===== config.mk =====
export PLATFORM = sky130hd
export DESIGN_NAME = mowm_ram
export DESIGN_NICKNAME = d
export VERILOG_FILES = /design/src/sv/mowm_ram.sv
export SDC_FILE = /design/constraint.sdc
export NUM_CORES = 2
export LEC_CHECK = 0
export BUFFER_PORTS_ARGS = -buffer_cell sky130_fd_sc_hd__buf_2
export CAP_MARGIN = 20
export CORE_UTILIZATION = 50
export DETAILED_ROUTE_END_ITERATION = 10
export GPL_TIMING_DRIVEN = 1
export PLACE_DENSITY = 0.63
export SKIP_CTS_REPAIR_TIMING = 1
export SYNTH_ARGS = -nofsm -noshare
export SYNTH_HDL_FRONTEND = slang
export SYNTH_SLANG_ARGS = --single-unit

===== constraint.sdc =====
create_clock -name clk -period 5.1 [get_ports clk]
set_clock_uncertainty 0.2 [all_clocks]
set_input_delay 1.02 -clock clk [delete_from_list [all_inputs] [get_ports clk]]
set_output_delay 1.02 -clock clk [all_outputs]
set_load 0.02 [all_outputs]

===== src/sv/mowm_ram.sv =====
`timescale 1ns / 1ps
`default_nettype none
// ----------------------------------------------------------------------------
// mowm_ram
// Generic single-write, single-read RAM with registered read data.
// ----------------------------------------------------------------------------
module mowm_ram #(
	parameter int WIDTH = 31,
	parameter int DEPTH = 64
) (
	input  wire logic                     clk,
	input  wire logic                     we,
	input  wire logic [$clog2(DEPTH)-1:0] waddr,
	input  wire logic [WIDTH-1:0]         wdata,
	input  wire logic [$clog2(DEPTH)-1:0] raddr,
	output logic      [WIDTH-1:0]         rdata
);
	logic [WIDTH-1:0] mem [DEPTH];

	always_ff @(posedge clk) begin
		if (we) mem[waddr] <= wdata;
		rdata <= mem[raddr];
	end
endmodule
`default_nettype wire


==> run metrics <==
Max clock buf depth=3; DRC viols=0; gr usage total=25.73%; Max FO, Critical Path=57; Seq cells post-synth=2015; Slew Limit Fails=0; status=finished, final reports clean; cell count after synthesis=3418; FF-to-FF End=rdata[23]$_DFF_P_; Num CTS Buffers=195; Die Width=392.7 um; Peak VDD IR=0.3067 mV; Slew @ Worst Pin=1204 ps; Ys Warns=0; leading area contributor after synthesis=edfxtp_1; critical path required time=5600 ps; critical path startpoint category=input port; crit end category=flip-flop; post-place setup slack=930.9 ps; sequential area share after synthesis=78.89%; I/O pins=76; DIE AREA=0.1542 mm^2; Max Clk Rate=296.2 MHz; Leak Pwr=27.92 nW; Nets=3738; mean post-synth cell area=22.32 um^2; Hold Path End=mem[17][13]$_DFFE_PP_; Setup Crit Path Kind=input port to flip-flop; met3 usage=6.119%; gpl congestion=0.8513; Overall Power=34.30 mW; setup violators final=0; clk sinks=2015; crit-path cells=buf_8, and2_2, buf_4, a22oi_1, a31oi_1, o21ai_0, and3_1; drt via density=6.262; number of global-route vias before repair=37190; pin count of the biggest net entering global routing=67; Antenna Nets Post-Route=0; maxcap violations=0; initial antenna violation count=19; root buffer selected by CTS=clkbuf_16; CP Data Arrival Time=3880 ps; clock-pin slew on the worst setup and hold paths=60 ps; DR iter-0 viols=4170; first-pass GRT wire length=275800 um; Hold Crit Start=wdata[13]; drt wl/cell=33.22 um; syn nets=3463; number of synthesized flops with an enable pin=1984; drt pass-1 iters=6; CTS tree=yes; Max stage delay on crit path=620 ps; Die Y=392.7 um; Core Rows=142; Initial Util=50.65%; post-synth design cell area=0.07631 mm^2; Synth top area share=78.08%; share of layout cells above drive strength 1=26.81%; slack of the critical path=1724 ps; CP bufs+invs=2; Synth top cells by count=edfxtp_1, mux4_2, mux2i_1, a22oi_1, o22ai_1; cell with the most instances after synthesis=edfxtp_1; worst rel slew slack=19.74%; htree depth=4; via count=36830; GR Util met1=34.88%; RSZ-0062 raised after global routing=false; Synth Flop Type=edfxtp_1; Worst-Skew Late Latency=820 ps; grt peak-use layer=met2; Distinct cells, synth=33; fill count=10930; pwr/cell area=394.4 mW/mm^2; Hold Violations, Final=0; Tmin final=3376 ps; Core Region=0.1507 mm^2; Tcrit/Tclk final=66.20%; IO buf count=75; Hold Path Depth=1; GR Layer Usage met2=41.61%; gr ovfl total=0; worst hold path type=input port to flip-flop; setup TNS=0 ps; r2r setup slk=2620 ps; Reg2Reg Depth=4; P&R area growth vs syn=13.99%; Area contributors post-synth=edfxtp_1, mux4_2, mux2i_1; delay-heaviest family, CP=buffers and inverters; dpl hpwl=116100 um; slowest stage cell, crit path=and2_2; reg2reg start=mem[55][23]$_DFFE_PP_; WL final=195400 um; FFs w/ async S/R, synth=0%
sequential cells by signal, indices dropped and copies added, names as in the netlist:
signal,count
mem,1984
rdata,31
metrics by stage:
stage	hold slack (ps)	utilization (%)	instance area, um^2	instances
floorplan	478.9	-	76310	3418
global placement	607.9	53.47	80560	5505
detailed placement	611.2	53.52	80640	5509
CTS	478.2	57.68	86910	5870
global route	333.5	57.72	86960	5873
finish	354.6	57.73	86980	5881
worst reg2reg max path: cells and delay by family (launching register included):
family	cells	cell delay, ps
flops	1	360
mux	2	800
simple gates	1	110
compound gates	1	850
kinds of logic (layout without fill, tap and decap cells):
| group | after synthesis | after routing | synth area share, % |
|---|---|---|---|
| buffers and inverters | 195 | 634 | 1.225 |
| AO/OA/AOI/OAI | 352 | 352 | 3.065 |
| multiplexers | 705 | 705 | 15.87 |
| other | 0 | 8 | 0 |
| flip-flops | 2015 | 2015 | 78.89 |
| AND/OR/NAND/NOR | 151 | 151 | 0.9527 |
layout by cell type, fill, tap and decap left out, types with 4 or more instances in the layout:
cell type      n
inv_6          5
clkbuf_8       8
buf_4        170
nor2_1        13
nand2b_1       5
buf_12        27
diode_2        8
clkbuf_16    201
a21o_1        26
mux4_2       403
nand3_1        6
bufinv_16     15
clkinv_2      37
clkbuf_1      46
clkinvlp_4     6
clkinv_1      37
nor2_4        64
nor3_1         5
mux2_2         7
a22oi_1      104
nand2_1       10
buf_2         69
nor2b_1        4
nand3b_1       5
edfxtp_1    1984
o21ai_0       51
and3_1        26
a31oi_1       52
o31ai_1       26
o22ai_1       85
mux2i_1      295
dfxtp_1       31
power by group:
group | leakage [nW] | switching, mW | total, mW | internal (mW)
Clock | 3.07 | 6.01 | 14.1 | 8.09
Combinational | 6.75 | 1.17 | 1.78 | 0.619
Sequential | 18.1 | 0.0798 | 18.4 | 18.3
how the worst max path moves through the flow:
| stage | start | endpoint | slack (ps) | cells after the start |
|---|---|---|---|---|
| 5_1_grt | raddr[0] | rdata[10]$_DFF_P_ | 1670 | 9 |
| 3_5_place_dp | raddr[0] | rdata[10]$_DFF_P_ | 930 | 9 |
| 3_3_place_gp | raddr[0] | rdata[22]$_DFF_P_ | 750 | 8 |
| 2_1_floorplan | waddr[3] | mem[48][0]$_DFFE_PP_ | 790 | 4 |
| 4_1_cts | raddr[0] | rdata[10]$_DFF_P_ | 1800 | 9 |
| 6_report | raddr[2] | rdata[27]$_DFF_P_ | 1720 | 7 |
per-layer routing:
| layer | routed length, um | up-vias | share of wire, % |
|---|---|---|---|
| met5 | 103 | - | 0.053 |
| met4 | 5291 | 16 | 2.7 |
| met3 | 18690 | 292 | 9.6 |
| met2 | 95880 | 1750 | 49 |
| met1 | 75410 | 19660 | 39 |
| li1 | - | 15110 | - |
final cells by class:
| cell class | instances | area, um^2 | area share, % |
|---|---|---|---|
| clock buffer | 255 | 5313 | 6.108 |
| multi-input combinational | 1208 | 15680 | 18.03 |
| timing repair buffer | 273 | 2297 | 2.641 |
| tap | 2016 | 2522 | 2.900 |
| clock inverter | 106 | 953.4 | 1.096 |
| sequential | 2015 | 60200 | 69.21 |
| antenna | 8 | 20.02 | 0.02301 |
Power figures use the tool's default switching activity.
