==> src/sv/mowm_pkg.sv <==
`timescale 1ns / 1ps
`default_nettype none
// ----------------------------------------------------------------------------
// mowm_pkg
// Shared types and constants for the max-of-window-minimums block.
// ----------------------------------------------------------------------------
package mowm_pkg;
	localparam int MAX_LEN_DEF = 64;
	localparam int VAL_W = 31;
	localparam int SIZE_W = 7;

	typedef struct packed {
		logic [VAL_W-1:0] value;
		logic last;
	} in_item_t;

	typedef struct packed {
		logic [SIZE_W-1:0] window_size;
		logic [VAL_W-1:0] best_minimum;
		logic last_result;
	} out_item_t;

	typedef enum logic [2:0] {
		ST_CLEAR, ST_FETCH, ST_LEFT, ST_RIGHT, ST_UPD, ST_SUFFIX, ST_EMIT
	} back_state_t;
endpackage
`default_nettype wire

==> src/sv/mowm_ram.sv <==
`timescale 1ns / 1ps
`default_nettype none
// ----------------------------------------------------------------------------
// mowm_ram
// Generic single-write, single-read RAM with registered read data.
// ----------------------------------------------------------------------------
module mowm_ram #(
	parameter int WIDTH = 31,
	parameter int DEPTH = 64
) (
	input  wire logic                     clk,
	input  wire logic                     we,
	input  wire logic [$clog2(DEPTH)-1:0] waddr,
	input  wire logic [WIDTH-1:0]         wdata,
	input  wire logic [$clog2(DEPTH)-1:0] raddr,
	output logic      [WIDTH-1:0]         rdata
);
	logic [WIDTH-1:0] mem [DEPTH];

	always_ff @(posedge clk) begin
		if (we) mem[waddr] <= wdata;
		rdata <= mem[raddr];
	end
endmodule
`default_nettype wire

==> src/sv/mowm_back.sv <==
`timescale 1ns / 1ps
`default_nettype none
// ----------------------------------------------------------------------------
// mowm_back
// Table clear, span walk per element, best-per-size table update, suffix max, emission.
// ----------------------------------------------------------------------------
module mowm_back
	import mowm_pkg::*;
#(
	parameter int MAX_LEN = MAX_LEN_DEF
) (
	input  wire logic                    clk,
	input  wire logic                    arst_n,
	input  wire logic                    bq_valid,
	input  wire logic [$clog2(MAX_LEN+1)-1:0] bq_len,
	output logic                         bq_pop,
	output logic [$clog2(MAX_LEN+1)-1:0] st_raddr,
	input  wire logic [VAL_W-1:0]        st_rdata,
	output logic                         out_valid,
	input  wire logic                    out_ready,
	output out_item_t                    out_data
);
	localparam int CW = $clog2(MAX_LEN+1);
	localparam int BD = MAX_LEN + 1;

	back_state_t   state_q, state_d;
	logic [CW-1:0] n_q, i_q, p_q, lo_q, cnt_q;
	logic [VAL_W-1:0] v_q, run_q;
	logic          wait_q; // read latency bubble
	logic [VAL_W-1:0] best_rd;
	logic          b_we;
	logic [CW-1:0] b_wa, b_ra;
	logic [VAL_W-1:0] b_wd;
	logic          ov_q;
	out_item_t     od_q;
	logic          slot_free;
	logic          emit_fire;
	logic [CW-1:0] span;

	mowm_ram #(.WIDTH(VAL_W), .DEPTH(BD)) u_best (
		.clk(clk), .we(b_we), .waddr(b_wa), .wdata(b_wd),
		.raddr(b_ra), .rdata(best_rd)
	);

	assign slot_free = !ov_q || out_ready;
	assign out_valid = ov_q;
	assign out_data  = od_q;
	assign span      = p_q - lo_q; // p_q one past hi
	// result register loads once the table read has landed
	assign emit_fire = (state_q == ST_EMIT) && wait_q && slot_free;
	assign bq_pop    = emit_fire && (cnt_q == n_q);

	always_comb begin
		st_raddr = p_q;
		b_we = 1'b0; b_wa = cnt_q; b_wd = '0; b_ra = cnt_q;
		state_d = state_q;
		unique case (state_q)
			ST_CLEAR: begin
				b_we = bq_valid; b_wa = cnt_q;
				if (bq_valid && cnt_q == CW'(MAX_LEN)) state_d = ST_FETCH;
			end
			ST_FETCH: begin
				st_raddr = i_q;
				if (wait_q) state_d = ST_LEFT;
			end
			ST_LEFT: begin
				st_raddr = p_q - 1'b1;
				if (wait_q && (p_q == '0 || st_rdata < v_q)) state_d = ST_RIGHT;
			end
			ST_RIGHT: begin
				st_raddr = p_q;
				b_ra = span;
				if (wait_q && (p_q == n_q || st_rdata < v_q)) state_d = ST_UPD;
			end
			ST_UPD: begin
				b_ra = span;
				b_wa = span; b_wd = v_q;
				b_we = wait_q && (v_q > best_rd);
				if (wait_q) state_d = (i_q + 1'b1 == n_q) ? ST_SUFFIX : ST_FETCH;
			end
			ST_SUFFIX: begin
				b_ra = cnt_q;
				b_wa = cnt_q; b_wd = run_q;
				b_we = wait_q && (run_q > best_rd);
				if (wait_q && cnt_q == CW'(1)) state_d = ST_EMIT;
			end
			ST_EMIT: begin
				b_ra = cnt_q;
				if (bq_pop) state_d = ST_CLEAR;
			end
			default: state_d = ST_CLEAR;
		endcase
	end

	always_ff @(posedge clk or negedge arst_n) begin
		if (!arst_n) begin
			state_q <= ST_CLEAR;
			cnt_q   <= '0;
			wait_q  <= 1'b0;
			ov_q    <= 1'b0;
		end else begin
			state_q <= state_d;
			if (emit_fire) ov_q <= 1'b1;
			else if (out_ready) ov_q <= 1'b0;
			case (state_q)
				ST_CLEAR: begin
					wait_q <= 1'b0;
					if (bq_valid) cnt_q <= cnt_q + 1'b1;
					if (state_d == ST_FETCH) begin
						n_q <= bq_len; i_q <= '0;
					end
				end
				ST_FETCH: begin
					wait_q <= !wait_q;
					if (wait_q) begin
						v_q <= st_rdata; lo_q <= i_q; p_q <= i_q;
					end
				end
				ST_LEFT: begin
					// probe p_q-1 each round; p_q holds current lo
					wait_q <= !wait_q;
					if (wait_q) begin
						if (state_d == ST_RIGHT) begin
							lo_q <= p_q; p_q <= i_q + 1'b1;
						end else begin
							p_q <= p_q - 1'b1;
						end
					end
				end
				ST_RIGHT: begin
					wait_q <= !wait_q || (state_d == ST_UPD);
					if (wait_q && state_d != ST_UPD) p_q <= p_q + 1'b1;
				end
				ST_UPD: begin
					wait_q <= !wait_q;
					if (wait_q) begin
						i_q <= i_q + 1'b1;
						if (state_d == ST_SUFFIX) begin
							cnt_q <= n_q; run_q <= '0;
						end
					end
				end
				ST_SUFFIX: begin
					wait_q <= !wait_q;
					if (wait_q) begin
						if (best_rd > run_q) run_q <= best_rd;
						if (state_d == ST_EMIT) cnt_q <= CW'(1);
						else cnt_q <= cnt_q - 1'b1;
					end
				end
				ST_EMIT: begin
					wait_q <= !wait_q || !slot_free;
					if (emit_fire) begin
						od_q.window_size  <= SIZE_W'(cnt_q);
						od_q.best_minimum <= best_rd;
						od_q.last_result  <= (cnt_q == n_q);
						cnt_q  <= (cnt_q == n_q) ? '0 : cnt_q + 1'b1;
					end
				end
				default: ;
			endcase
		end
	end
endmodule
`default_nettype wire

==> config.mk <==
export PLATFORM = sky130hd
export DESIGN_NAME = mowm_back
export DESIGN_NICKNAME = d
export VERILOG_FILES = /design/src/sv/mowm_pkg.sv /design/src/sv/mowm_ram.sv /design/src/sv/mowm_back.sv
export SDC_FILE = /design/constraint.sdc
export NUM_CORES = 2
export LEC_CHECK = 0
export BUFFER_PORTS_ARGS = -buffer_cell sky130_fd_sc_hd__buf_2
export CAP_MARGIN = 20
export CORE_AREA = 5 5 394 396
export DETAILED_ROUTE_END_ITERATION = 8
export DIE_AREA = 0 0 399 401
export GPL_TIMING_DRIVEN = 0
export PLACE_DENSITY_LB_ADDON = 0.1
export SETUP_SLACK_MARGIN = 0.2
export SLEW_MARGIN = 20
export SYNTH_ARGS = -nofsm -noshare
export SYNTH_HDL_FRONTEND = slang
export SYNTH_SLANG_ARGS = --single-unit
==> constraint.sdc <==
create_clock -name clk -period 10.1 [get_ports clk]
set_input_delay 0.505 -clock clk [delete_from_list [all_inputs] [get_ports clk]]
set_output_delay 0.505 -clock clk [all_outputs]
set_load 0.05 [all_outputs]
==> run_results.csv <==
group,metric,value,unit
detailed_routing,drc,0,
setup_path,crit_family,"buffers and inverters",
synth,syn_nets,7304,
floorplan,start_util,59.62,%
sta,setup_violations,0,
synth,synth-seq-area-share,72.44,%
setup_path,worstPathCellList,"clkbuf_1 -> inv_1 -> ha_1 -> inv_1 -> fa_1 -> a21o_1 -> a21oi_1 -> xnor2_1 -> mux2i_4 -> buf_2 -> buf_2 -> clkbuf_1 -> o211ai_1 -> a41oi_1 -> o41ai_2",
floorplan,core-area,151200,sq um
setup_path,r2r-end,"u_best.rdata[15]$_DFF_P_",
finish,fin_nets,7969,
detailed_routing,vias,63190,
sta,hold_viol_final,0,
sta,fin_crit_sh,59.02,%
clock_tree,tritoncts,"yes",
clock_tree,clock_latency,0.84,ns
sta,max_freq,167.8,MHz
flow_run,max_cap_viol_count,0,
placement,place_hpwl,210900,um
power,p_per_area,226.4,nW/um^2
setup_path,cp_max_fo,10,
floorplan,io_pins,90,
clock_tree,cts_hold_buf,39,
sta,setup_slack,4.139,ns
floorplan,die_w,399,um
synth,synth_top_area_cell,"edfxtp_1",
power,vdd_drop_max,0.0002478,V
sta,period_minus_slack,5.961,ns
setup_path,required,10.76,ns
setup_path,regToRegStartpoint,"p_q[0]$_DFFE_PP_",
floorplan,die_y,401,um
synth,yosys-top-cells-area,"edfxtp_1 (71%), nand2_1 (8.7%), nand3_1 (3.6%)",
synth,synth_most_common_cell,"edfxtp_1",
synth,yosys_warnings,0,
synth,netlist_top_cells_count,"edfxtp_1 (2144), nand2_1 (2082), nand3_1 (644)",
global_routing,grt_max_degree,34,
synth,netlist_area,90140,sq um
clock_tree,cts_buffer_depth,3,
synth,async_flop_share,0.5487,%
synth,ys_types,68,
sta,fin_worst_skew,0.03850,ns
setup_path,crit_path_top_delay_cell,"a41oi_1",
detailed_routing,wire_per_inst,28.57,um
detailed_routing,first_pass_iters,9,
setup_path,critPathBufInv,6,
hold_path,min_from,"out_ready",
setup_path,arrival,6.62,ns
global_routing,antenna_found_initial,14,
clock_tree,cts_made_buffers,216,
hold_path,holdPathStages,3,
global_routing,grt_first_pass_wirelength,408800,um
detailed_routing,drt-vias-per-instance,6.290,
placement,numPortBuffers,89,
finish,layout-drive-gt1-share,12.94,%
synth,syn_area_per_cell,12.60,sq um
detailed_routing,ant_nets,0,
sta,slew_headroom,15.40,%
clock_tree,cts.htree.levels,4,
floorplan,rows,143,
clock_tree,cts_setup_buffers,0,
synth,synthCells,7156,
power,power_leakage,37.96,nW
setup_path,rrSetupSlack,4.14,ns
setup_path,rr_worst_depth,15,
placement,gp_congestion,0.9913,
clock_tree,root_buffer,"clkbuf_16",
detailed_routing,drtIter0Drc,9155,
detailed_routing,wirelength,287000,um
sta,finalSetupTns,0,ns
hold_path,whs_endpoint,"out_valid$_DFFE_PN0P_",
synth,synth_ff_type,"edfxtp_1",
finish,nFillCells,10238,
synth,synth.ff_latch_count,2187,
outcome,status,"finished clean",
global_routing,grtUsageTotal,35.34,%
sta,rsz0062_at_grt,"false",
sta,slew_viol_final,0,
hold_path,hp-class,"in -> reg",
setup_path,end_kind,"flop",
clock_tree,cts.repair.resized,0,
synth,synth_edf_count,2144,
setup_path,cp-start-kind,"flop",
setup_path,critical-path-max-stage-delay,0.81,ns
clock_tree,clkTransAtPathRegs,0.06,ns
global_routing,grt_pass1_vias,60120,
placement,post-place-ws,4.362,ns
setup_path,path_class,"reg -> reg",
synth,netlist.area_leader.share,71.42,%
sta,tightest_slew,1.269,ns
global_routing,grt-ovfl-total,0,
finish,syn2layout_area_growth,16.93,%
floorplan,die_area,160000,sq um
clock_tree,cts.sinks,2187,
-- logic make-up (layout without fill, tap and decap cells) --
kind of cell / count (synthesis) / after routing / share of synthesized area [%]
buf+inv: 579 / 1431 / 2.665
fa+ha+maj: 106 / 106 / 1.480
compound gates: 984 / 984 / 7.627
flops: 2187 / 2187 / 72.44
simple gates: 3236 / 3236 / 15.12
xor+xnor: 44 / 44 / 0.4275
other cells: 0 / 8 / 0
mux: 20 / 20 / 0.2373
-- layout by cell type, fill, tap and decap left out, types with 46 or more instances in the layout --
master / count
a21oi_1: 300
nand2_1: 2082
a31oi_1: 130
a311oi_1: 120
inv_1: 109
nor3_2: 67
clkinv_2: 52
and3_1: 137
nand3_1: 644
buf_16: 74
a22o_1: 60
o211ai_1: 139
clkbuf_16: 222
ha_1: 105
edfxtp_1: 2144
clkbuf_1: 299
buf_2: 246
nor2_1: 218
buf_4: 220
clkinv_1: 46
-- sequential cells by signal, summed over array words and instances (netlist names), 7 cells and up --
| name | cells |
|---|---|
| run_q | 31 |
| p_q | 7 |
| v_q | 31 |
| cnt_q | 7 |
| lo_q | 7 |
| u_best.mem | 2015 |
| u_best.rdata | 31 |
| out_data | 39 |
| n_q | 7 |
| i_q | 7 |
-- stage by stage --
step | total power [mW] | std cells | hold WS, ns | utilization (%) | instance area, sq um
final | 23.86 | 10046 | 0.06813 | 69.71 | 105400
after global routing | 24.60 | 10038 | 0.1056 | 69.70 | 105400
after CTS | 23.71 | 10038 | 0.02732 | 69.70 | 105400
after detailed placement | 15.85 | 9594 | 0.4268 | 64.81 | 97980
after global placement | 15.65 | 9275 | 0.4294 | 61.60 | 93130
after floorplan | 13.60 | 7156 | 0.2094 | - | 90140
-- tightest hold or removal path, stage by stage --
cell      delay (ns)
buf_2           0.08
nor2b_1         0.10
o21bai_1        0.17
-- cell type report --
| class | count | area, sq um | area share (%) |
|---|---|---|---|
| Antenna cell | 8 | 20.02 | 0.01899 |
| Buffer | 470 | 2011 | 1.908 |
| Clock buffer | 271 | 5779 | 5.483 |
| Clock inverter | 134 | 1229 | 1.166 |
| Inverter | 109 | 409.1 | 0.3882 |
| Multi-Input combinational cell | 4390 | 23220 | 22.03 |
| Sequential cell | 2187 | 65300 | 61.96 |
| Tap cell | 2030 | 2540 | 2.410 |
| Timing Repair Buffer | 447 | 4891 | 4.640 |
-- power breakdown --
| part | total (mW) | internal (mW) | switching, mW |
|---|---|---|---|
| sequential | 10.2 | 10.0 | 0.174 |
| combinational | 5.68 | 1.57 | 4.12 |
| clock | 7.99 | 4.51 | 3.47 |
-- worst max-delay path by stage --
stage,startpoint,endpoint,depth (start not counted)
3_3_place_gp,state_q[1]$_DFF_PN0_,u_best.mem[34][11]$_DFFE_PP_,7
2_1_floorplan,state_q[0]$_DFF_PN0_,out_data[0]$_DFFE_PP_,4
4_1_cts,p_q[0]$_DFFE_PP_,u_best.rdata[15]$_DFF_P_,15
3_5_place_dp,p_q[0]$_DFFE_PP_,u_best.rdata[21]$_DFF_P_,16
5_1_grt,p_q[0]$_DFFE_PP_,u_best.rdata[20]$_DFF_P_,16
6_report,p_q[0]$_DFFE_PP_,u_best.rdata[15]$_DFF_P_,15
-- metal layers --
| layer | GRT usage, % | up-vias | routed length [um] |
|---|---|---|---|
| li1 | - | 27597 | - |
| met1 | 48.68 | 31119 | 108700 |
| met2 | 53.02 | 3888 | 127500 |
| met3 | 10.47 | 582 | 36400 |
| met4 | 15.08 | 4 | 14300 |
| met5 | 0 | - | 30 |
Power figures use the tool's default switching activity.
