### src/sv/mowm_pkg.sv
`timescale 1ns / 1ps
`default_nettype none
// ----------------------------------------------------------------------------
// mowm_pkg
// Shared types and constants for the max-of-window-minimums block.
// ----------------------------------------------------------------------------
package mowm_pkg;
	localparam int MAX_LEN_DEF = 64;
	localparam int VAL_W = 31;
	localparam int SIZE_W = 7;

	typedef struct packed {
		logic [VAL_W-1:0] value;
		logic last;
	} in_item_t;

	typedef struct packed {
		logic [SIZE_W-1:0] window_size;
		logic [VAL_W-1:0] best_minimum;
		logic last_result;
	} out_item_t;

	typedef enum logic [2:0] {
		ST_CLEAR, ST_FETCH, ST_LEFT, ST_RIGHT, ST_UPD, ST_SUFFIX, ST_EMIT
	} back_state_t;
endpackage
`default_nettype wire

### src/sv/mowm_front.sv
`timescale 1ns / 1ps
`default_nettype none
// ----------------------------------------------------------------------------
// mowm_front
// Accepts elements, writes them to the store, and queues closed batch lengths.
// ----------------------------------------------------------------------------
module mowm_front
	import mowm_pkg::*;
#(
	parameter int MAX_LEN = MAX_LEN_DEF
) (
	input  wire logic                       clk,
	input  wire logic                       arst_n,
	input  wire logic                       in_valid,
	output logic                            in_ready,
	input  wire in_item_t                   in_data,
	output logic                            st_we,
	output logic [$clog2(MAX_LEN+1)-1:0]    st_waddr,
	output logic [VAL_W-1:0]                st_wdata,
	// one-entry batch queue toward the back end
	output logic                            bq_valid,
	output logic [$clog2(MAX_LEN+1)-1:0]    bq_len,
	input  wire logic                       bq_pop
);
	localparam int CW = $clog2(MAX_LEN+1);
	logic [CW-1:0] count_q;
	logic          bq_valid_q;
	logic [CW-1:0] bq_len_q;
	logic          acc, close;

	// store is shared with the back end, so hold input while a batch waits
	assign in_ready = !bq_valid_q;
	assign acc      = in_valid && in_ready;
	assign close    = in_data.last || (count_q == CW'(MAX_LEN-1));
	assign st_we    = acc;
	assign st_waddr = count_q;
	assign st_wdata = in_data.value;
	assign bq_valid = bq_valid_q;
	assign bq_len   = bq_len_q;

	always_ff @(posedge clk or negedge arst_n) begin
		if (!arst_n) begin
			count_q    <= '0;
			bq_valid_q <= 1'b0;
		end else begin
			if (bq_pop) bq_valid_q <= 1'b0;
			if (acc) begin
				if (close) begin
					count_q    <= '0;
					bq_valid_q <= 1'b1;
				end else begin
					count_q <= count_q + 1'b1;
				end
			end
		end
	end

	always_ff @(posedge clk) begin
		if (acc && close) bq_len_q <= count_q + 1'b1;
	end
endmodule
`default_nettype wire

### config.mk
export PLATFORM = sky130hd
export DESIGN_NAME = mowm_front
export DESIGN_NICKNAME = d
export VERILOG_FILES = /design/src/sv/mowm_pkg.sv /design/src/sv/mowm_front.sv
export SDC_FILE = /design/constraint.sdc
export NUM_CORES = 1
export LEC_CHECK = 0
export BUFFER_PORTS_ARGS = -buffer_cell sky130_fd_sc_hd__buf_2
export CAP_MARGIN = 40
export CORE_ASPECT_RATIO = 1.4
export CORE_UTILIZATION = 33
export DETAILED_ROUTE_END_ITERATION = 8
export HOLD_SLACK_MARGIN = 0.06
export PLACE_DENSITY = 0.76
export SYNTH_ARGS = -nofsm -noshare
export SYNTH_HDL_FRONTEND = slang
export SYNTH_SLANG_ARGS = --single-unit
### constraint.sdc
create_clock -name clk -period 1.7 [get_ports clk]
set_input_delay 0.17 -clock clk [delete_from_list [all_inputs] [get_ports clk]]
set_output_delay 0.17 -clock clk [all_outputs]
set_load 0.005 [all_outputs]
==> impl_results.md, run 1 <==
- R2r worst-path depth: 6
- CTS Root Cell: clkbuf_4
- Clock Path Buffers: 2
- EDFF count, synth: 7
- WHS Endpoint: bq_valid$_DFF_PN0_
- Global-route wire length before repair: 2.877 mm
- Post-DR vias/cell: 4.598
- Placed Area: 844.6 um2
- CP Cell Sequence: ha_1, nand3_4, buf_4, o31ai_4, nor2_1, a22o_1
- Hold Startpoint: bq_pop
- Worst EP arrival: 1.74 ns
- Worst-Margin Slew: 0.3746 ns
- Reg2Reg Launch Point: st_waddr[0]$_DFFE_PN0N_
- Antenna violations before repair: 0
- Layout cells sized above 1: 36.05%
- Post-synthesis net count: 126
- Inserted Clock Buffers: 3
- Top cell type's share of synthesized area: 25.48%
- ANT cells: 0
- Register bit total from synthesis: 15
- Clk sinks: 15
- Drt drc: 0
- Leak Pwr: 0.4043 nW
- Hold-critical path depth: 2
- Vias: 561
- DP HPWL: 1.517 mm
- Clk slew on worst S/H paths: 0.09 ns
- Dpl ws: 0.09475 ns
- Die height: 64.25 um
- Fmax: 642.0 MHz
- Routed Antenna Nets: 0
- Outcome: finished, final reports clean
- CORE AREA: 2615 um2
- RSZ-0062 raised after global routing: no
- # setup viols final: 0
- Post-CTS Setup Inserts: 0
- Seq/Total Area, Yosys: 44.93%
- Max Cap Violations: 0
- Syn Std Cell Area: 913.4 um2
- Placer's final routability congestion estimate: 0.8377
- DIE WIDTH: 46.47 um
- R2r endpoint: st_waddr[5]$_DFFE_PN0N_
- Slew margin rel.: 74.97%
- Util after Layout: 33.92%
- Largest stage delay, worst path: 0.37 ns
- CP Capture Type: flop
- Peak VDD IR: 0.0002743 V
- Slowest cell on crit path: dfrtp_1
- R2R setup slack: 0.14 ns
- CTS tree: done
- Setup TNS: 0 ns
- Worst hold-check path type: in -> reg
- Design Area, Final: 887.1 um2
- I/O Pins: 84
- Pwr dens: 878.6 nW/um2
- Final worst slack: 0.1422 ns
- Ys async rst share: 53.33%
- Min Clock Period, post-route: 1.558 ns
- Initial drt markers: 5
- Unique masters post-synth: 24
- Drt wl/cell: 15.22 um
- Largest net degree at the start of global routing: 12
- CP Class: reg -> reg
- Vias in the first global route: 597
- Layout area overhead: -2.877%
- Final hold viol count: 0
- Row count: 22
- Synth warnings: 0
- Skew-Pair Late Insertion Delay: 0.29 ns
- Main synth FF type: dfrtp_1
- DRT Pass-1 Iters: 4
- FILL cells: 272
- Synth top cells by count: buf_4 (31), dfrtp_1 (8), edfxtp_1 (7), nand2_1 (7), inv_1 (6)
- Most frequent cell after synthesis: buf_4
- Avg Inst Size Synth: 10.26 um2
- Initial Util: 34.93%
- GRT overflow: 0
- Pins Over Slew Limit: 0
- Period utilization: 91.63%
- Largest area contributor in the netlist: buf_4
- Worst EP required: 1.88 ns
- DRT Wirelength: 1.857 mm
- Synth top area cells: buf_4 (25%), edfxtp_1 (23%), dfrtp_1 (22%)
- Clock Skews: 0.001336 ns
- DIE AREA: 2985 um2
- # port buffers: 21
- CP max FO: 5
- Nets@finish: 124
- Critical Path Start Type: flop
- H-tree depth: 1
- Cells after Synth: 89
- Gr usage total: 13.75%
[sequential cells by signal, summed over array words and instances, names as in the netlist]
| name | cells |
|---|---|
| bq_len | 7 |
| bq_valid | 1 |
| st_waddr | 7 |
[cell type report]
type / count / area, um2 / area share, %
Clock buffer: 3 / 22.52 / 2.539
Clock inverter: 1 / 5.005 / 0.5642
Inverter: 6 / 22.52 / 2.539
Multi-Input combinational cell: 36 / 244.0 / 27.50
Sequential cell: 15 / 410.4 / 46.26
Tap cell: 36 / 45.04 / 5.078
Timing Repair Buffer: 25 / 137.6 / 15.51
[per-layer routing]
layer	up-vias	routed length, um	track usage, %
met5	-	0	0
met4	0	121	11.40
met2	28	859	19.79
met1	251	557	12.93
li1	258	-	-
met3	24	318	8.757
[worst max-delay path: cells and delay by family, from the launching register on]
kind / cells / cell delay (ns)
AOI/OAI and AO/OA: 2 / 0.49
adders and majority gates: 1 / 0.27
buffers and inverters: 1 / 0.17
DFF: 1 / 0.37
and+or+nand+nor: 2 / 0.16
[placed cells by master (no fill, tap or decap)]
master         netlist  layout
and2_1               1       1
clkbuf_4             0       3
o31ai_4              1       1
nand3_1              2       2
xnor2_1              3       3
o22ai_1              1       1
nand2_1              7       7
nand3_4              1       1
buf_4               31       3
dlygate4sd3_1        0       1
a22o_1               1       1
or3_1                1       1
clkinv_2             0       1
nor2_1               4       3
a21oi_1              1       1
and3_1               1       1
o21ai_1              1       1
ha_1                 1       1
dfrtp_1              8       8
nor2_4               0       1
o21ai_0              5       5
buf_2                0      21
nor3_1               1       1
xor2_1               2       2
or4_1                1       1
o41ai_1              1       1
inv_1                6       6
edfxtp_1             7       7
[power breakdown]
group / switching [mW] / total (mW) / leakage [nW] / internal (mW)
Combinational: 0.0770 / 0.139 / 0.212 / 0.0621
Sequential: 0.0182 / 0.431 / 0.174 / 0.413
Clock: 0.122 / 0.209 / 0.0177 / 0.0874
Total: 0.217 / 0.779 / 0.404 / 0.562
[cell families after synthesis]
logic type      share of synthesized area (%)
buf+inv                                 29.18
simple gates                            10.96
flops                                   44.93
compound gates                          8.766
xor+xnor                                4.795
fa+ha+maj                               1.370
[through the flow]
step	std cells	power, mW	hold slack (ns)
3_3_place_gp	117	0.5713	0.02521
2_1_floorplan	89	0.5637	-0.1256
4_1_cts	122	0.7869	0.07952
6_report	122	0.7794	0.08583
5_1_grt	122	0.8191	0.07322
3_5_place_dp	117	0.5754	0.02717
[how the worst max path moves through the flow]
| stage | start | endpoint | slack, ns | cells after the start |
|---|---|---|---|---|
| floorplan | st_waddr[0]$_DFFE_PN0N_ | bq_len[0]$_DFFE_PP_ | 0.10 | 5 |
| global placement | st_waddr[0]$_DFFE_PN0N_ | bq_len[0]$_DFFE_PP_ | 0.19 | 5 |
| detailed placement | st_waddr[0]$_DFFE_PN0N_ | bq_len[0]$_DFFE_PP_ | 0.09 | 5 |
| CTS | st_waddr[0]$_DFFE_PN0N_ | bq_len[6]$_DFFE_PP_ | 0.07 | 5 |
| global route | st_waddr[0]$_DFFE_PN0N_ | st_waddr[5]$_DFFE_PN0N_ | 0.02 | 6 |
| finish | st_waddr[0]$_DFFE_PN0N_ | st_waddr[5]$_DFFE_PN0N_ | 0.14 | 6 |
[what timing repair did]
item / CTS / global route
endpoints found under the setup margin: 0 / 7
endpoints found under the hold margin: 8 / 0
gates resized for setup: 0 / 1
hold buffers: 1 / 0
(Power assumes the default switching activity.)
==> run 2, diff against run 1 <==
Settings changed: CORE_UTILIZATION 33 to 39, PLACE_DENSITY 0.76 to 0.84.
Clock period 1.7 ns to 1.95 ns, I/O delays scaled along.
==> run 2 against run 1 <==
Net effect:
- count of clock-buffer cells in the layout increased by 1
- wire length decreased by 4.2%
- final cell count decreased by 13%
- largest power group unchanged
- global-route usage decreased by 0.11 points
- first-iteration DRC count increased to 3.6 times the previous value
- highest routed layer unchanged
==> impl_results.md, run 2 (synthesized netlist as in run 1, its figures left out) <==
- Pwr dens: 782.2 nW/um2 (-11%)
- Util after Layout: 38.41% (+4.5 points)
- RSZ-0062 raised after global routing: no
- Pins Over Slew Limit: 0 (unchanged)
- Hold_ws: 0.09553 ns (+0.009706 ns)
- Peak VDD IR: 0.0002045 V (-25%)
- Pwr Total: 0.6616 mW (-15%)
- Layout cells sized above 1: 32.14% (-3.9 points)
- CP max FO: 7 (+2)
- DIE AREA: 2542 um2 (-15%)
- Routed Antenna Nets: 0 (unchanged)
- Worst-Margin Slew: 0.3436 ns (-0.03096 ns)
- Antenna violations before repair: 0 (unchanged)
- Pint: 0.4825 mW (-14%)
- GRT overflow: 0 (unchanged)
- Setup TNS: 0 ns (unchanged)
- Die height: 59.26 um (-7.8%)
- Reg2Reg Launch Point: st_waddr[0]$_DFFE_PN0N_
- Commonest cells after routing, fill and taps aside: buf_2 (21), dfrtp_1 (8), nand2_1 (7), edfxtp_1 (7), inv_1 (6)
- CP Launch Point: st_waddr[0]$_DFFE_PN0N_
- Clock Skews: 0.001404 ns (+0.00006869 ns)
- CORE AREA: 2202 um2 (-16%)
- Skew-Pair Late Insertion Delay: 0.28 ns (about the same)
- Inst Count DP: 101 (-14%)
- DIE WIDTH: 42.90 um (-7.7%)
- CP Class: reg -> reg
- DP HPWL: 1.339 mm (-12%)
- Min Clock Period, post-route: 1.710 ns (+0.1518 ns)
- # setup viols final: 0 (unchanged)
- Gr usage total: 13.64% (-0.11 points)
- Clock network power share: 27.2% (+0.4 points)
- Global-route wire length before repair: 2.525 mm (-12%)
- Drt drc: 0 (unchanged)
- # port buffers: 21 (unchanged)
- ANT cells: 0 (unchanged)
- Largest stage delay, worst path: 0.42 ns (+0.05 ns)
- CTS Root Cell: clkbuf_4
- Final std cells w/o fill: 106 (-13%)
- Setup crit end: bq_len[6]$_DFFE_PP_
- Clk slew on worst S/H paths: 0.09 ns (about the same)
- Commonest non-fill, non-tap cell in the layout: buf_2
- Final hold viol count: 0 (unchanged)
- Slew margin rel.: 77.04% (+2.1 points)
- Vias: 579 (+3.2%)
- Critical Path Start Type: flop
- Post-DR vias/cell: 5.462 (+19%)
- CP Capture Type: flop
- Inserted Clock Buffers: 3 (unchanged)
- Initial Util: 41.48% (+6.5 points)
- Reg power frac: 57.7% (+2.4 points)
- Slowest cell on crit path: dfrtp_1
- DRT Pass-1 Iters: 4 (unchanged)
- Comb pwr share: 15.1% (-2.7 points)
- Row count: 20 (-9.1%)
- Worst hold-check path type: in -> reg
- Most common cell on crit path: nor2_1
- H-tree depth: 1 (unchanged)
- Leak Pwr: 0.3918 nW (-3.1%)
- I/O Pins: 84 (unchanged)
- Placer's final routability congestion estimate: 0.7944 (-5.2%)
- CP Cell Sequence: ha_1, nand3_4, nor3_1, nor2_1, nor2_1, buf_4
- Sw frac: 27.07% (-0.75 points)
- Worst EP arrival: 1.72 ns (-0.02 ns)
- FILL cells: 226 (-17%)
- Fmax: 585.0 MHz (-8.9%)
- Layout area overhead: -7.397%
- Drt wl/cell: 16.78 um (+10%)
- R2r endpoint: bq_len[6]$_DFFE_PP_
- R2R setup slack: 0.24 ns (+0.10 ns)
- Clk sinks: 15 (unchanged)
- Total stage count of the critical path: 6 (unchanged)
- Largest delay contributor family on the critical path: simple AND/OR/NAND/NOR gates
- Switching power: 0.1791 mW (-17%)
- Nets@finish: 122 (-1.6%)
- Worst EP required: 1.96 ns (+0.08 ns)
- Vias in the first global route: 532 (-11%)
- R2r worst-path depth: 6 (unchanged)
- DRT Wirelength: 1.779 mm (-4.2%)
- Clock Path Buffers: 2 (unchanged)
- Largest net degree at the start of global routing: 12 (unchanged)
- Buf/Inv on CP: 1 (unchanged)
- Initial drt markers: 18 (+13)
- CTS tree: done
- Outcome: finished, final reports clean
- Period utilization: 87.67% (-4.0 points)
- Max Cap Violations: 0 (unchanged)
run 2: how the worst min path moves through the flow:
stage	slack [ns]	depth (start not counted)	endpoint	from
detailed placement	0.05	1	st_waddr[4]$_DFFE_PN0N_	arst_n
CTS	0.09	2	bq_valid$_DFF_PN0_	bq_pop
global placement	0.05	1	st_waddr[5]$_DFFE_PN0N_	arst_n
finish	0.1	2	bq_valid$_DFF_PN0_	bq_pop
floorplan	-0.10	0	bq_valid$_DFF_PN0_	arst_n
global route	0.09	2	bq_valid$_DFF_PN0_	bq_pop
run 2: worst reg2reg max path, cell delays in order, from the launching register on:
cell and delay, ns:
dfrtp_1 0.42, ha_1 0.31, nand3_4 0.15, nor3_1 0.20, nor2_1 0.08, nor2_1 0.10
buf_4 0.17
run 2: per-stage QoR:
step | instance area [um2] | setup WS [ns]
detailed placement | 809.5 | 0.2695
CTS | 845.8 | 0.2466
floorplan | 913.4 | 0.2284
global route | 845.8 | 0.1151
finish | 845.8 | 0.2405
global placement | 809.5 | 0.3558
run 2: metal layers:
| layer | up-vias | GRT usage (%) | share of wire [%] |
|---|---|---|---|
| met5 | - | 0 | 0 |
| met4 | 0 | 9.375 | 3.4 |
| met3 | 14 | 7.317 | 16 |
| met2 | 60 | 22.29 | 49 |
| met1 | 249 | 12.96 | 31 |
| li1 | 256 | - | - |
run 2: area by class of cell:
cell class	instances	area [um2]	area share, %
inverters	6	22.52	2.663
repair buffers	23	122.6	14.50
clock buffers	4	26.28	3.107
multi-input cells	36	236.5	27.96
well taps	22	27.53	3.254
flip-flops and latches	15	410.4	48.52
run 2: power groups by stage:
| stage | logic [mW] | clock network [mW] | registers [mW] |
|---|---|---|---|
| 5_1_grt | 0.112 | 0.193 | 0.385 |
| 4_1_cts | 0.0999 | 0.179 | 0.381 |
| 3_5_place_dp | 0.0976 | 0 | 0.388 |
| 2_1_floorplan | 0.101 | 0 | 0.389 |
| 3_3_place_gp | 0.0941 | 0 | 0.386 |
| 6_report | 0.100 | 0.180 | 0.381 |
run 2: timing repair:
action | 4_1_cts | 5_1_grt
hold buffers | 1 | 0
resized for setup | 0 | 0
endpoints found under the hold margin | 8 | 0
setup buffers | 0 | 0
